**config.mk**
```make
export PLATFORM = sky130hd
export DESIGN_NAME = tcw_queue
export DESIGN_NICKNAME = d
export VERILOG_FILES = /design/src/design/tcw_pkg.sv /design/src/design/tcw_queue.sv
export SDC_FILE = /design/constraint.sdc
export NUM_CORES = 1
export LEC_CHECK = 0
export BUFFER_PORTS_ARGS = -buffer_cell sky130_fd_sc_hd__clkbuf_2
export CELL_PAD_IN_SITES_DETAIL_PLACEMENT = 1
export CELL_PAD_IN_SITES_GLOBAL_PLACEMENT = 2
export CORE_MARGIN = 5
export CORE_UTILIZATION = 39
export DETAILED_ROUTE_END_ITERATION = 7
export PLACE_DENSITY_LB_ADDON = 0.15
export SLEW_MARGIN = 0
export SYNTH_ARGS = -nofsm -noshare
export SYNTH_HDL_FRONTEND = slang
export SYNTH_SLANG_ARGS = --single-unit
```
**constraint.sdc**
```tcl
create_clock -name clk -period 2.9 [get_ports clk]
set_input_delay 0.145 -clock clk [delete_from_list [all_inputs] [get_ports clk]]
set_output_delay 0.145 -clock clk [all_outputs]
set_load 0.01 [all_outputs]
```
**src/design/tcw_pkg.sv**
```systemverilog
// Shared types and constants of the text console writer.
package tcw_pkg;

    localparam int DEF_COLUMNS = 80;
    localparam int DEF_ROWS    = 25;

    localparam int CHAR_W       = 8;
    localparam int ATTR_W       = 8;
    localparam int IDX_W        = 11;
    localparam int CELL_W       = 16;
    localparam int CURSOR_ROW_W = 5;
    localparam int CURSOR_COL_W = 7;
    localparam int OFFSET_W     = 11;

    localparam int QUEUE_DEPTH  = 2;

    localparam logic [ATTR_W-1:0] ATTR_RESET   = 8'h0F;
    localparam logic [CHAR_W-1:0] CH_NEWLINE   = 8'd10;
    localparam logic [CHAR_W-1:0] CH_BACKSPACE = 8'd8;
    localparam logic [CHAR_W-1:0] CH_BLANK     = 8'h20;

    localparam logic REQ_PUT  = 1'b0;
    localparam logic REQ_READ = 1'b1;

    typedef enum logic [2:0] {
        OP_PRINT     = 3'd0,
        OP_NEWLINE   = 3'd1,
        OP_BACKSPACE = 3'd2,
        OP_READ      = 3'd3,
        OP_READ_NONE = 3'd4
    } op_t;

    typedef struct packed {
        op_t               op;
        logic [CHAR_W-1:0] ch;
        logic [IDX_W-1:0]  idx;
    } q_item_t;

    typedef struct packed {
        logic full;
        logic empty;
    } q_status_t;

endpackage

```
**src/design/tcw_queue.sv**
```systemverilog
// Short item queue between front and back end.
module tcw_queue (
    input  logic               clk,
    input  logic               rst_n,
    input  logic               push,
    input  tcw_pkg::q_item_t   push_item,
    input  logic               pop,
    output tcw_pkg::q_item_t   head,
    output tcw_pkg::q_status_t q_status
);
    import tcw_pkg::*;

    localparam int PTR_W = (QUEUE_DEPTH > 1) ? $clog2(QUEUE_DEPTH) : 1;
    localparam int CNT_W = $clog2(QUEUE_DEPTH + 1);

    q_item_t          entry_reg [QUEUE_DEPTH];
    logic [PTR_W-1:0] wr_ptr_reg, wr_ptr_next;
    logic [PTR_W-1:0] rd_ptr_reg, rd_ptr_next;
    logic [CNT_W-1:0] count_reg, count_next;

    function automatic logic [PTR_W-1:0] ptr_inc(input logic [PTR_W-1:0] p);
        ptr_inc = (p == PTR_W'(QUEUE_DEPTH - 1)) ? '0 : p + 1'b1;
    endfunction

    assign head           = entry_reg[rd_ptr_reg];
    assign q_status.full  = (count_reg == CNT_W'(QUEUE_DEPTH));
    assign q_status.empty = (count_reg == '0);

    always_comb
    begin
        wr_ptr_next = push ? ptr_inc(wr_ptr_reg) : wr_ptr_reg;
        rd_ptr_next = pop ? ptr_inc(rd_ptr_reg) : rd_ptr_reg;
        count_next  = count_reg;
        if (push && !pop)
        begin
            count_next = count_reg + 1'b1;
        end
        else if (pop && !push)
        begin
            count_next = count_reg - 1'b1;
        end
    end

    always_ff @(posedge clk or negedge rst_n)
    begin
        if (!rst_n)
        begin
            wr_ptr_reg <= '0;
            rd_ptr_reg <= '0;
            count_reg  <= '0;
        end
        else
        begin
            wr_ptr_reg <= wr_ptr_next;
            rd_ptr_reg <= rd_ptr_next;
            count_reg  <= count_next;
        end
    end

    always_ff @(posedge clk)
    begin
        if (push)
        begin
            entry_reg[wr_ptr_reg] <= push_item;
        end
    end

endmodule

```
Word-level counts from Yosys, hierarchy flattened
Memories as Yosys holds them, arrays and structs flattened.
Index checks and enable logic that the tools add are counted.
{ "classes": {"n_reduce_logical": 6, "div_mod_pow": 0, "n_eq_ne": 1, "n_lt_le_gt_ge": 0, "n_addsub": 4, "bitwise": 0, "shift": 0, "multipliers": 0, "muxes": 6} }
{ "op_table": {"columns": ["operator", "n"], "rows": [
  ["1-bit 2-to-1 mux", 4],
  ["2-bit 2-to-1 mux", 2],
  ["1-bit adder, second input constant", 2],
  ["2-bit by 1-bit adder with 2-bit output, second input constant", 1],
  ["2-bit == test, second input constant", 1],
  ["1-bit logical AND", 2],
  ["1-bit zero test", 2],
  ["2-bit zero test", 1],
  ["2-bit nonzero test", 1],
  ["2-bit by 1-bit subtractor with 2-bit output, second input constant", 1]
]} }
{ "totals": {"latchBits": 0, "ff_bits": 4, "wordCells": 21, "mem_bits_rw": 44, "romBits": 0, "n_memories": 1, "in_bits": 26, "out_inout_bits": 24} }
{ "mem_list": {"columns": ["name", "depth", "word_bits", "rd", "rd_clocked_by_memory_dff", "wr", "line", "source"], "rows": [
  ["entry_reg", 2, 22, 1, 0, 1, "tcw_queue.sv:16", "q_item_t entry_reg [QUEUE_DEPTH];"]
]} }

Logic depth before layout (Yosys ltp)
{ "depth": {"ltp_word": 4, "ltp_mapped": 5, "mapped_depth_nobuf": 5} }

Worst setup path after synthesis
OpenSTA, ideal clock, no wires.
{ "synth_timing": {"kind": "register to register", "startpoint": "register wr_ptr_reg", "endpoint": "memory entry_reg[0][0] in the netlist's numbering (enable)", "setup_slack_ns": 1.094, "period_less_slack_ns": 1.806, "setup_time_ns": 0.403, "t_required_ns": 2.497, "stages_incl_launch_ff": 2, "arrival_ns": 1.403, "path_cell_list": "dfrtp_1 nor2b_1"} }
{ "synth_rtl": {"columns": ["element", "line", "source"], "rows": [
  ["start: declaration", "tcw_queue.sv:17", "logic [PTR_W-1:0] wr_ptr_reg, wr_ptr_next;"],
  ["start signal: assignment", "tcw_queue.sv:54", "wr_ptr_reg <= wr_ptr_next;"],
  ["end: declaration", "tcw_queue.sv:16", null]
]} }
Straight into the memory's write port.

==> tab_implementation.tex <==
\begin{tabular}{lr}
\hline
Metric & Value \\
\hline
\multicolumn{2}{l}{\textbf{Status}} \\
Outcome & completed \\
\multicolumn{2}{l}{\textbf{STA}} \\
Unrepaired setup endpoints after global routing & false \\
Fin crit share & 65.2\% \\
Transition time at the pin with the least slew margin & 0.616 ns \\
Maximum achievable frequency & 529 MHz \\
Min Tclk post-route & 1.89 ns \\
Final Max Tran Viols & 0 \\
Final worst clock skew & 0.00488 ns \\
Setup TNS after final layout & 0 ns \\
Max-slew headroom & 58.8\% \\
Hold violation total from the final report & 0 \\
Number of failing setup endpoints in the final timing report & 0 \\
\multicolumn{2}{l}{\textbf{GRT}} \\
Pin count of the biggest net entering global routing & 15 \\
Number of antenna violations at the first check in global routing & 0 \\
Global-route met2 utilization & 20.5\% \\
Global-route wire length before repair & 5460 microns \\
Global Route met3 Usage & 4.86\% \\
Combined global-route utilization of all metal layers & 11.9\% \\
Met1 usage & 12.9\% \\
Peak-usage layer in the global routing report & met2 \\
Overall overflow remaining after global route & 0 \\
Number of global-route vias before repair & 1040 \\
\multicolumn{2}{l}{\textbf{Setup path}} \\
Internal reg-to-reg setup slack & 1.35 ns \\
Critical path startpoint category & register \\
Setup crit end kind & output pin \\
Critical path data required time & 2.76 ns \\
Worst Path Max Fanout & 12 \\
Worst path arrival time & 1.75 ns \\
Count of cells along the worst register-to-register path & 2 \\
Worst setup path class & register to output pin \\
\multicolumn{2}{l}{\textbf{Drt}} \\
Total iterations of the first detailed-routing run & 4 \\
Total wire length & 3350 microns \\
Number of vias in the routed layout & 914 \\
Routed WL per cell & 17.2 microns \\
Mean number of vias per cell & 4.69 \\
Antenna Nets Post-Route & 0 \\
Post-route DRC & 0 \\
Violation count after the first detailed-routing iteration & 71 \\
\multicolumn{2}{l}{\textbf{Layout}} \\
Max FFs per register & 44 \\
Area of the multi-input gates & 333 sq um \\
Storage cell area & 1420 sq um \\
Proportion of layout cells with a drive suffix above 1 & 57.3\% \\
Filler cell count & 435 \\
Net count, final & 169 \\
Area of all placed cells without fillers & 2210 sq um \\
\# diodes & 0 \\
Area growth syn-to-layout & 24.2\% \\
\multicolumn{2}{l}{\textbf{Floorplanning}} \\
DIE WIDTH & 77.5 microns \\
Initial core utilization & 40.6\% \\
Placeable core region & 4380 sq um \\
FP Rows & 24 \\
Die area & 6010 sq um \\
Number of top-level design ports & 50 \\
Die outline height & 77.5 microns \\
\multicolumn{2}{l}{\textbf{Yosys}} \\
Unique cell type count in the Yosys netlist & 11 \\
Proportion of synthesized area in mux cells & 13.9\% \\
Share of Yosys cell area claimed by the top area cell type & 74.3\% \\
Syn\_nets & 111 \\
Compound-cell area share of the yosys netlist & 0\% \\
Synth area leader & edfxtp\_1 \\
Share of flip-flops with an asynchronous set or reset after synthesis & 8.33\% \\
Combined area of all synthesized cells & 1780 sq um \\
Per-instance average area after synthesis & 21.2 sq um \\
Main flop type after synthesis & edfxtp\_1 \\
Number of enable-type register cells in the synthesized netlist & 44 \\
Seq/Total Area, Yosys & 79.9\% \\
Most frequent cells after synthesis & edfxtp\_1, mux2\_2, dfrtp\_1, xor2\_1 \\
Number of register bits inferred by synthesis & 48 \\
Synth Area in Adders & 0.704\% \\
Area share of xor/xnor cells in the synthesized design & 2.46\% \\
Yosys synthesis warning count & 0 \\
Gate count of the mapped netlist & 84 \\
Simple-Gate Fraction of Synth Area & 1.48\% \\
Leading post-synthesis cells by cell area & edfxtp\_1, mux2\_2, dfrtp\_1 \\
Main combinational cell family by area after synthesis & multiplexers \\
Most repeated cell in the gate-level netlist after synthesis & edfxtp\_1 \\
\multicolumn{2}{l}{\textbf{Clock tree}} \\
Cts bufs inserted & 5 \\
Hold-fix buffer count after cts & 1 \\
CTS max path bufs & 2 \\
Post-CTS setup-driven buffer insertion count & 0 \\
TritonCTS clock tree & done \\
H-tree depth reported by CTS & 2 \\
Clk root buf & clkbuf\_8 \\
Clock latency reported for the late side of the worst-skew pair & 0.29 ns \\
Clock transition at path regs & 0.08 ns \\
\# resized after CTS & 0 \\
Number of clock sinks & 48 \\
\multicolumn{2}{l}{\textbf{Min path}} \\
Kind of path behind the tightest hold check & input pin to register \\
Worst hold path stage count & 1 \\
\multicolumn{2}{l}{\textbf{Pwr}} \\
Worst ir drop on vdd & 0.379 mV \\
Power per cell area & 930 nW/um\^{}2 \\
Static leakage & 0.870 nW \\
\multicolumn{2}{l}{\textbf{Placement}} \\
HPWL Detailed & 2470 microns \\
Placer congestion estimate & 0.683 \\
Number of input and output port buffers inserted & 49 \\
Cell Area, Placed & 2090 sq um \\
\multicolumn{2}{l}{\textbf{Job}} \\
Total of max-cap violations & 0 \\
\hline
\end{tabular}
-- critical path, cell delays in order, from the launching register on --
cell,delay (ns)
dfrtp_1,0.66
buf_4,0.30
mux2_2,0.36
clkbuf_2,0.13
-- report_power, final --
| part | total (mW) | internal (mW) | switching, mW |
|---|---|---|---|
| Combinational | 0.585 | 0.289 | 0.296 |
| Clock | 0.463 | 0.256 | 0.207 |
| Sequential | 1.00 | 0.924 | 0.0802 |
| Total | 2.05 | 1.47 | 0.584 |
-- layout make-up --
cell class,count,share of cell area (%)
Sequential cell,48,64.4
Multi-Input combinational cell,33,15.1
Timing Repair Buffer,53,12.6
Clock buffer,6,3.29
Tap cell,52,2.95
Clock inverter,2,1.59
Inverter,1,0.170
-- metrics by stage --
step / cells / util, % / hold slack (ns) / worst slack [ns] / power, mW
3_5_place_dp: 186 / 47.7 / -0.0404 / 1.29 / 1.63
5_1_grt: 195 / 50.4 / 0.0156 / 0.892 / 2.17
2_1_floorplan: 84 / - / -0.151 / 1.09 / 1.39
3_3_place_gp: 186 / 47.7 / -0.0355 / 1.31 / 1.60
6_report: 195 / 50.4 / 0.0360 / 1.01 / 2.05
4_1_cts: 195 / 50.4 / 0.0252 / 0.947 / 2.10
-- placed cells by master, fill, tap and decap left out, drive strengths merged --
master / count
and2: 1
mux2: 22
bufinv: 1
xnor2: 1
buf: 3
nor2b: 2
edfxtp: 44
xor2: 4
dfrtp: 4
inv: 1
clkbuf: 55
nor2: 2
clkinv: 1
dlygate4sd3: 1
ha: 1
-- per-layer routing --
metal  wire (microns)  up-vias
met5                0        -
met4               42        0
met3              236        5
met2             1720       30
met1             1360      447
li1                 -      432
-- cells by family (layout without fill, tap and decap cells) --
logic type	count (synthesis)	count (layout)
DFF	48	48
muxes	22	22
xor gates and xnor gates	5	5
and+or+nand+nor	5	5
buffers and inverters	3	62
adders and majority gates	1	1
-- path summary, 6_finish.rpt --
path                         startpoint               end
min in group asynchronous         rst_n        wr_ptr_reg
min                        push_item[0]   entry_reg[0][0]
min reg2reg                count_reg[1]      count_reg[1]
max                          rd_ptr_reg          head[20]
max reg2reg                  wr_ptr_reg  entry_reg[0][12]
max in group asynchronous         rst_n      count_reg[0]
(Power assumes the default switching activity.)
