`src/design/tcw_pkg.sv`:
```
// Shared types and constants of the text console writer.
package tcw_pkg;

    localparam int DEF_COLUMNS = 80;
    localparam int DEF_ROWS    = 25;

    localparam int CHAR_W       = 8;
    localparam int ATTR_W       = 8;
    localparam int IDX_W        = 11;
    localparam int CELL_W       = 16;
    localparam int CURSOR_ROW_W = 5;
    localparam int CURSOR_COL_W = 7;
    localparam int OFFSET_W     = 11;

    localparam int QUEUE_DEPTH  = 2;

    localparam logic [ATTR_W-1:0] ATTR_RESET   = 8'h0F;
    localparam logic [CHAR_W-1:0] CH_NEWLINE   = 8'd10;
    localparam logic [CHAR_W-1:0] CH_BACKSPACE = 8'd8;
    localparam logic [CHAR_W-1:0] CH_BLANK     = 8'h20;

    localparam logic REQ_PUT  = 1'b0;
    localparam logic REQ_READ = 1'b1;

    typedef enum logic [2:0] {
        OP_PRINT     = 3'd0,
        OP_NEWLINE   = 3'd1,
        OP_BACKSPACE = 3'd2,
        OP_READ      = 3'd3,
        OP_READ_NONE = 3'd4
    } op_t;

    typedef struct packed {
        op_t               op;
        logic [CHAR_W-1:0] ch;
        logic [IDX_W-1:0]  idx;
    } q_item_t;

    typedef struct packed {
        logic full;
        logic empty;
    } q_status_t;

endpackage

```
`src/design/tcw_front.sv`:
```
// Front end: input handshake and classification of each item.
module tcw_front #(
    parameter int COLUMNS = tcw_pkg::DEF_COLUMNS,
    parameter int ROWS    = tcw_pkg::DEF_ROWS
) (
    input  logic                        start,
    output logic                        busy,
    input  logic                        req_type,
    input  logic [tcw_pkg::CHAR_W-1:0]  char_code,
    input  logic [tcw_pkg::IDX_W-1:0]   cell_index,
    input  tcw_pkg::q_status_t          q_status,
    input  logic                        clearing,
    output logic                        push,
    output tcw_pkg::q_item_t            item
);
    import tcw_pkg::*;

    localparam int CELL_COUNT = COLUMNS * ROWS;
    localparam int ADDR_W     = $clog2(CELL_COUNT);
    localparam int LIN_W      = ((ADDR_W > IDX_W) ? ADDR_W : IDX_W) + 1;

    logic in_range;

    assign busy     = q_status.full | clearing;
    assign push     = start & ~busy;
    assign in_range = LIN_W'(cell_index) < LIN_W'(CELL_COUNT);

    always_comb
    begin
        item.ch  = char_code;
        item.idx = cell_index;
        if (req_type == REQ_READ)
        begin
            item.op = in_range ? OP_READ : OP_READ_NONE;
        end
        else if (char_code == CH_NEWLINE)
        begin
            item.op = OP_NEWLINE;
        end
        else if (char_code == CH_BACKSPACE)
        begin
            item.op = OP_BACKSPACE;
        end
        else
        begin
            item.op = OP_PRINT;
        end
    end

endmodule

```
`config.mk`:
```
export PLATFORM = sky130hd
export DESIGN_NAME = tcw_front
export DESIGN_NICKNAME = d
export VERILOG_FILES = /design/src/design/tcw_pkg.sv /design/src/design/tcw_front.sv
export SDC_FILE = /design/constraint.sdc
export NUM_CORES = 1
export LEC_CHECK = 0
export BUFFER_PORTS_ARGS = -buffer_cell sky130_fd_sc_hd__buf_2
export CAP_MARGIN = 10
export CELL_PAD_IN_SITES_DETAIL_PLACEMENT = 0
export CELL_PAD_IN_SITES_GLOBAL_PLACEMENT = 1
export CORE_UTILIZATION = 15
export DETAILED_ROUTE_END_ITERATION = 7
export PLACE_DENSITY = 0.93
export SLEW_MARGIN = 20
export SYNTH_ARGS = -nofsm -noshare
export SYNTH_HDL_FRONTEND = slang
export SYNTH_SLANG_ARGS = --single-unit
```
`constraint.sdc`:
```
create_clock -name vclk -period 1.6
set_input_delay 0.32 -clock vclk [all_inputs]
set_output_delay 0.32 -clock vclk [all_outputs]
set_load 0.005 [all_outputs]
```
**Word level (Yosys, flattened, before mapping)**

Cells that the tools add are included.

- Register bits after elaboration: 0
- Input port bits: 24
- Output and inout port bits: 24
- Word-level logic and storage cells: 10

- Order comparisons: 1
- Eq/ne operators: 2
- Multiplexer cells: 4
- Bitwise logic cells: 3

Operators by type and width:

| operator | count |
|---|---|
| $eq 8x4->1 const B | 2 |
| $lt 11x11->1 const B | 1 |
| $mux 3 | 2 |
| $mux 2 | 2 |
| $and 1x1->1 | 1 |
| $not 1->1 | 1 |
| $or 1x1->1 | 1 |

**Depth between registers and ports, before layout**

Gate-level depths: netlist of the first run.

- Word-level depth: 4
- Gate-level depth with buffers: 3
- Depth with buffers taken out: 3

**Worst setup path after synthesis of the first run**

No wires, ideal clock.

- Path kind: in2out
- Start: in char_code[0] (netlist bit)
- End: out item[20] (netlist bit)
- Arrival time: 0.811 ns
- Required time: 1.280 ns
- Slack: 0.469 ns
- Stages: 3
- Path buffers: 0
- Path through: nor4_2 -> nand2_1 -> o21ai_1

RTL lines:

| element | RTL line | RTL |
|---|---|---|
| from (decl) | tcw_front.sv:9 | `input logic [tcw_pkg::CHAR_W-1:0] char_code,` |
| to (decl) | tcw_front.sv:14 | `output tcw_pkg::q_item_t item` |

==> results of run 1 <==
power groups by stage:
stage | logic, mW | clock network, mW | registers, mW
2_1_floorplan | 0.0493 | 0 | 0
3_5_place_dp | 0.0682 | 0 | 0
3_3_place_gp | 0.0671 | 0 | 0
5_1_grt | 0.0751 | 0 | 0
4_1_cts | 0.0683 | 0 | 0
6_report | 0.0668 | 0 | 0
critical path: cells and delay by family:
| kind | cells | cell delay [ps] |
|---|---|---|
| AO/OA/AOI/OAI | 1 | 100 |
| buffers and inverters | 2 | 230 |
| AND/OR/NAND/NOR | 2 | 390 |
routing by layer:
metal / GRT usage / up-vias / part of all wire
met5: 0 / - / 0
met4: 0.0129 / 0 / 0
met3: 0.00870 / 0 / 0.097
met2: 0.150 / 13 / 0.63
met1: 0.0442 / 102 / 0.28
li1: - / 129 / -
cells by family after synthesis:
kind of cell	share of synthesized area
buffers and inverters	0.638
and+or+nand+nor	0.298
AOI/OAI and AO/OA	0.0638
Yosys cell counts:
cell type	count	area, um2
buf_4	19	143
o21ai_1	3	15.0
inv_1	2	7.51
nand2_1	2	7.51
nand3_1	1	5.00
nand4_1	1	6.26
nor2_1	1	3.75
nor3_1	1	5.00
nor4_2	1	12.5
nor4b_4	1	23.8
or2_1	1	6.26
layout make-up:
| class | instances | share of cell area |
|---|---|---|
| timing repair buffer | 39 | 0.637 |
| inverter | 2 | 0.0245 |
| tap | 15 | 0.0612 |
| multi-input combinational | 12 | 0.278 |
how the worst min path moves through the flow:
| stage | depth (start not counted) | end | startpoint |
|---|---|---|---|
| 2_1_floorplan | 1 | item[20] | char_code[1] |
| 3_3_place_gp | 0 | item[2] | cell_index[2] |
| 3_5_place_dp | 0 | item[2] | cell_index[2] |
| 4_1_cts | 0 | item[2] | cell_index[2] |
| 5_1_grt | 0 | item[1] | cell_index[1] |
| 6_report | 0 | item[0] | cell_index[0] |
through the flow:
stage | area [um2] | util | setup slack (ps) | hold slack (ps)
floorplan | 235 | - | 469 | 700
global placement | 307 | 0.222 | 245 | 640
detailed placement | 307 | 0.222 | 226 | 640
CTS | 307 | 0.222 | 226 | 640
global route | 307 | 0.222 | 137 | 640
finish | 307 | 0.222 | 241 | 640
==> results.cfg, run 1 <==
[run_status]
status = complete, no violations

[power_and_ir_drop]
power_mw = 0.0668
clkPwrFrac = 0
switching_share = 0.431
p_switching_mw = 0.0288
ir_worst_vdd_mv = 0.0475
p_comb_frac = 1.000
leakage_nw = 0.187
p_seq_frac = 0
power_density_nw_per_um2 = 218
p_int_mw = 0.0380

[place]
port_buffers = 39
gp_congestion = 0.591
dp_cells = 68

[cells_and_area]
antenna_cells = 0
final_net_count = 79
final_common_cell = buf_2
stdcell_count = 68
area_growth_syn_to_layout_pct = 30.3
nFlopsAndLatches = 0
final_cell_mix = buf_2 (39), o21ai_1 (3), nand2_1 (2), inv_1 (2)
regArea_um2 = 0
drive_gt1_frac = 0.774
nClkBuffers = 0
fillCellCount = 158
multi_input_area_um2 = 85.1

[setup_path]
required_ps = 1280
crit_path_end_kind = primary output
crit_end = item[20]
cp-start-kind = input port
cpMostUsedCell = buf_2
slowest_stage = nor4_2
slowest_delay_ps = 310
crit_arrival_ps = 1040
cp_cell_sequence = buf_2 -> nor4_2 -> nand2_1 -> o21ai_1 -> buf_2
path_class = input port to primary output
crit_start = char_code[0]
cp_max_fo = 2

[global_routing]
grt_use_total = 0.0616
grt-ovfl-total = 0
grt_max_degree = 4
antenna_found_initial = 0
grt_pass1_vias = 247
grt_first_pass_wirelength_um = 938

[sta]
fin_setup_tns_ps = 0
maxSlewViolCount = 0
max_slew_margin = 0.827
worst_pin_slew_ps = 258
hold_viol = 0
fmax_mhz = 736
setup_viol = 0
rsz0062_at_grt = false
period_minus_slack_ps = 1360
fin_crit_sh = 0.849

[min_path]
hold_class = input port to primary output

[die]
core.rowCount = 13
core_area_um2 = 1380
dieHeight_um = 41.6
start_util = 0.170
die_width_um = 41.6
ios = 48
dieArea_um2 = 1730

[route]
viasPerCell = 3.59
drt_iter0_drc = 1
ant_nets = 0
drt-wirelength-per-cell_um = 7.76
vias = 244
drc_errors = 0
dr.pass1.iters = 2
wirelength_um = 528

[clocking]
postCtsHoldBufs = 0
cts_resized = 0
cts_setup_buffers = 0

[synthesis]
synth_area_um2 = 235
synth.net_count = 57
ys_types = 11
synth.avg_cell_area_um2 = 7.13
synth_cells = 33
yosysWarningCount = 0
ys_seq_area_frac = 0

[run]
drv_cap = 0
Note: power is estimated with default switching activity, not from simulation.
==> run 2: changes to the inputs <==
Settings changed: CORE_UTILIZATION 15 to 14, PLACE_DENSITY 0.93 to 0.88.
Clock period 1.6 ns to 1.4 ns, I/O delays scaled along.
==> results.cfg, run 2 (same netlist as run 1, synthesis figures left out) <==
[run_status]
status = complete, no violations

[global_routing]
grt-ovfl-total = 0
grt_first_pass_wirelength_um = 924
grt_pass1_vias = 260
antenna_found_initial = 0
grt_use_total = 0.0615
grt_max_degree = 4

[power_and_ir_drop]
leakage_nw = 0.187
ir_worst_vdd_mv = 0.0497
power_density_nw_per_um2 = 251
power_mw = 0.0774

[min_path]
hold_class = input port to primary output
holdPathStages = 0

[die]
start_util = 0.153
dieHeight_um = 43.0
die_width_um = 43.0
dieArea_um2 = 1850
ios = 48
core_area_um2 = 1540
core.rowCount = 14

[sta]
hold_viol = 0
fin_crit_sh = 0.917
period_minus_slack_ps = 1280
maxSlewViolCount = 0
fmax_mhz = 779
fin_setup_tns_ps = 0
max_slew_margin = 0.831
holdWs_ps = 560
rsz0062_at_grt = false
setup_viol = 0
worst_pin_slew_ps = 251

[route]
dr.pass1.iters = 2
drc_errors = 0
drt_iter0_drc = 1
drt-wirelength-per-cell_um = 8.32
ant_nets = 0
wirelength_um = 574
viasPerCell = 3.87
vias = 267

[clocking]
cts_resized = 0
postCtsHoldBufs = 0
cts_setup_buffers = 0

[setup_path]
slowest_delay_ps = 300
path_class = input port to primary output
cpMostUsedCell = buf_2
cp-start-kind = input port
required_ps = 1120
crit_path_end_kind = primary output
crit_family = simple AND/OR/NAND/NOR gates
cp.depth = 5
cp_max_fo = 2
slowest_stage = nor4_2
path_buf_inv = 2
cp_cell_sequence = buf_2 -> nor4_2 -> nand2_1 -> o21ai_1 -> buf_2
crit_arrival_ps = 1000

[cells_and_area]
stdcell_count = 69
area_growth_syn_to_layout_pct = 30.9
antenna_cells = 0
final_cell_mix = buf_2 (39), o21ai_1 (3), nand2_1 (2), inv_1 (2)
final_common_cell = buf_2
drive_gt1_frac = 0.774
final_net_count = 79
nFlopsAndLatches = 0
fin_util = 0.200
regArea_um2 = 0
nClkBuffers = 0

[place]
gp_congestion = 0.593
port_buffers = 39
hpwlAfterDp_um = 579
dp_cells = 69

[run]
drv_cap = 0
## run 2: cell counts in the layout (fill, tap and decap cells not counted)
No cell type changed its count.
## run 2: final timing paths
kind	startpoint	end	slack, ps
setup / recovery	char_code[0]	item[20]	120
hold / removal	cell_index[1]	item[1]	560
## run 2: cell type report
class                      instances  area (um2)
inverter                           2        7.51
timing repair buffer              39         195
tap                               16        20.0
fill                             190        1230
multi-input combinational         12        85.1
## run 2: per-stage QoR
step,cell area [um2],setup slack [ps]
after floorplan,235,349
after global placement,308,124
after detailed placement,308,97.2
after CTS,308,97.2
after global routing,308,44.6
final,308,116
## run 2: report_power, final
part	internal [mW]	switching [mW]
sequential	0	0
clock	0	0
combinational	0.0435	0.0339
## run 2: metal layers
layer  wire (um)  track usage
met1         168       0.0506
met5           0            0
met2         353        0.142
met4           4      0.00606
met3          48       0.0128
==> run 3: changes to the inputs <==
Settings changed: RECOVER_POWER from default to 50.
==> results.cfg, run 3 (same netlist as run 1, synthesis figures left out) <==
[place]
dp_slack_ps = 97.2
hpwlAfterDp_um = 579
place_area_um2 = 308
gp_congestion = 0.593
port_buffers = 39

[cells_and_area]
antenna_cells = 0
area_growth_syn_to_layout_pct = 30.3
drive_gt1_frac = 0.755
multi_input_area_um2 = 85.1
final_area_um2 = 307
regArea_um2 = 0
nClkBuffers = 0
final_cell_mix = buf_2 (38), o21ai_1 (3), nand2_1 (2), inv_1 (2)
final_common_cell = buf_2
final_net_count = 79
nFlopsAndLatches = 0
fillCellCount = 191

[global_routing]
grt_first_pass_wirelength_um = 924
busiest_layer = met2
grt_max_degree = 4
grt-ovfl-total = 0
use_met2 = 0.142
grt_use_total = 0.0615
use_met3 = 0.0128
antenna_found_initial = 0
use_met1 = 0.0506
grt_pass1_vias = 260

[clocking]
cts_resized = 0
postCtsHoldBufs = 0
cts_setup_buffers = 0

[power_and_ir_drop]
p_seq_frac = 0
power_density_nw_per_um2 = 251
p_comb_frac = 1.000
leakage_nw = 0.184
p_int_mw = 0.0431
switching_share = 0.441
p_switching_mw = 0.0339
clkPwrFrac = 0
power_mw = 0.0770
ir_worst_vdd_mv = 0.0496

[die]
dieArea_um2 = 1850
core.rowCount = 14
ios = 48
start_util = 0.153
die_width_um = 43.0
dieHeight_um = 43.0
core_area_um2 = 1540

[route]
viasPerCell = 3.87
drt-wirelength-per-cell_um = 8.32
vias = 267
wirelength_um = 574
drt_iter0_drc = 1
ant_nets = 0
dr.pass1.iters = 2
drc_errors = 0

[min_path]
hold_class = input port to primary output

[setup_path]
crit_arrival_ps = 1000
cp_max_fo = 2
crit_path_end_kind = primary output
required_ps = 1120
path_class = input port to primary output
cp-start-kind = input port

[sta]
maxSlewViolCount = 0
rsz0062_at_grt = false
max_slew_margin = 0.831
hold_viol = 0
fin_setup_tns_ps = 0
period_minus_slack_ps = 1280
fmax_mhz = 779
holdWs_ps = 560
worst_pin_slew_ps = 251
fin_crit_sh = 0.917
setup_viol = 0
fin_ws_ps = 116

[run_status]
status = complete, no violations

[run]
drv_cap = 0
## run 3: cell count changes in the layout (fill, tap and decap cells not counted), sizes merged
cell | previous run | this run
buf | 39 | 38
clkbuf | 0 | 1
## run 3: final timing paths
kind	start	endpoint	slack [ps]	cells past startpoint
max	char_code[0]	item[20]	120	5
min	cell_index[1]	item[1]	560	0
## run 3: stage by stage
| stage | cells | utilization |
|---|---|---|
| after detailed placement | 69 | 0.200 |
| after CTS | 69 | 0.200 |
| final | 69 | 0.199 |
| after floorplan | 33 | - |
| after global routing | 69 | 0.199 |
| after global placement | 69 | 0.200 |
## run 3: critical path: stages
cell,delay [ps]
buf_2,110
nor4_2,300
nand2_1,90
o21ai_1,110
buf_2,120
## run 3: final cells by class
cell class	instances	share of cell area
inverters	2	0.0245
multi-input cells	12	0.278
well taps	16	0.0653
repair buffers	39	0.633
## run 3: power groups by stage
stage	clock network [mW]	registers, mW	logic (mW)
2_1_floorplan	0	0	0.0563
3_3_place_gp	0	0	0.0764
3_5_place_dp	0	0	0.0788
4_1_cts	0	0	0.0789
5_1_grt	0	0	0.0849
6_report	0	0	0.0770
## run 3: metal layers
layer | wire [um] | vias up | part of all wire
met4 | 4 | 0 | 0.0070
met5 | 0 | - | 0
met2 | 353 | 17 | 0.61
li1 | - | 132 | -
met1 | 168 | 116 | 0.29
met3 | 47 | 2 | 0.082
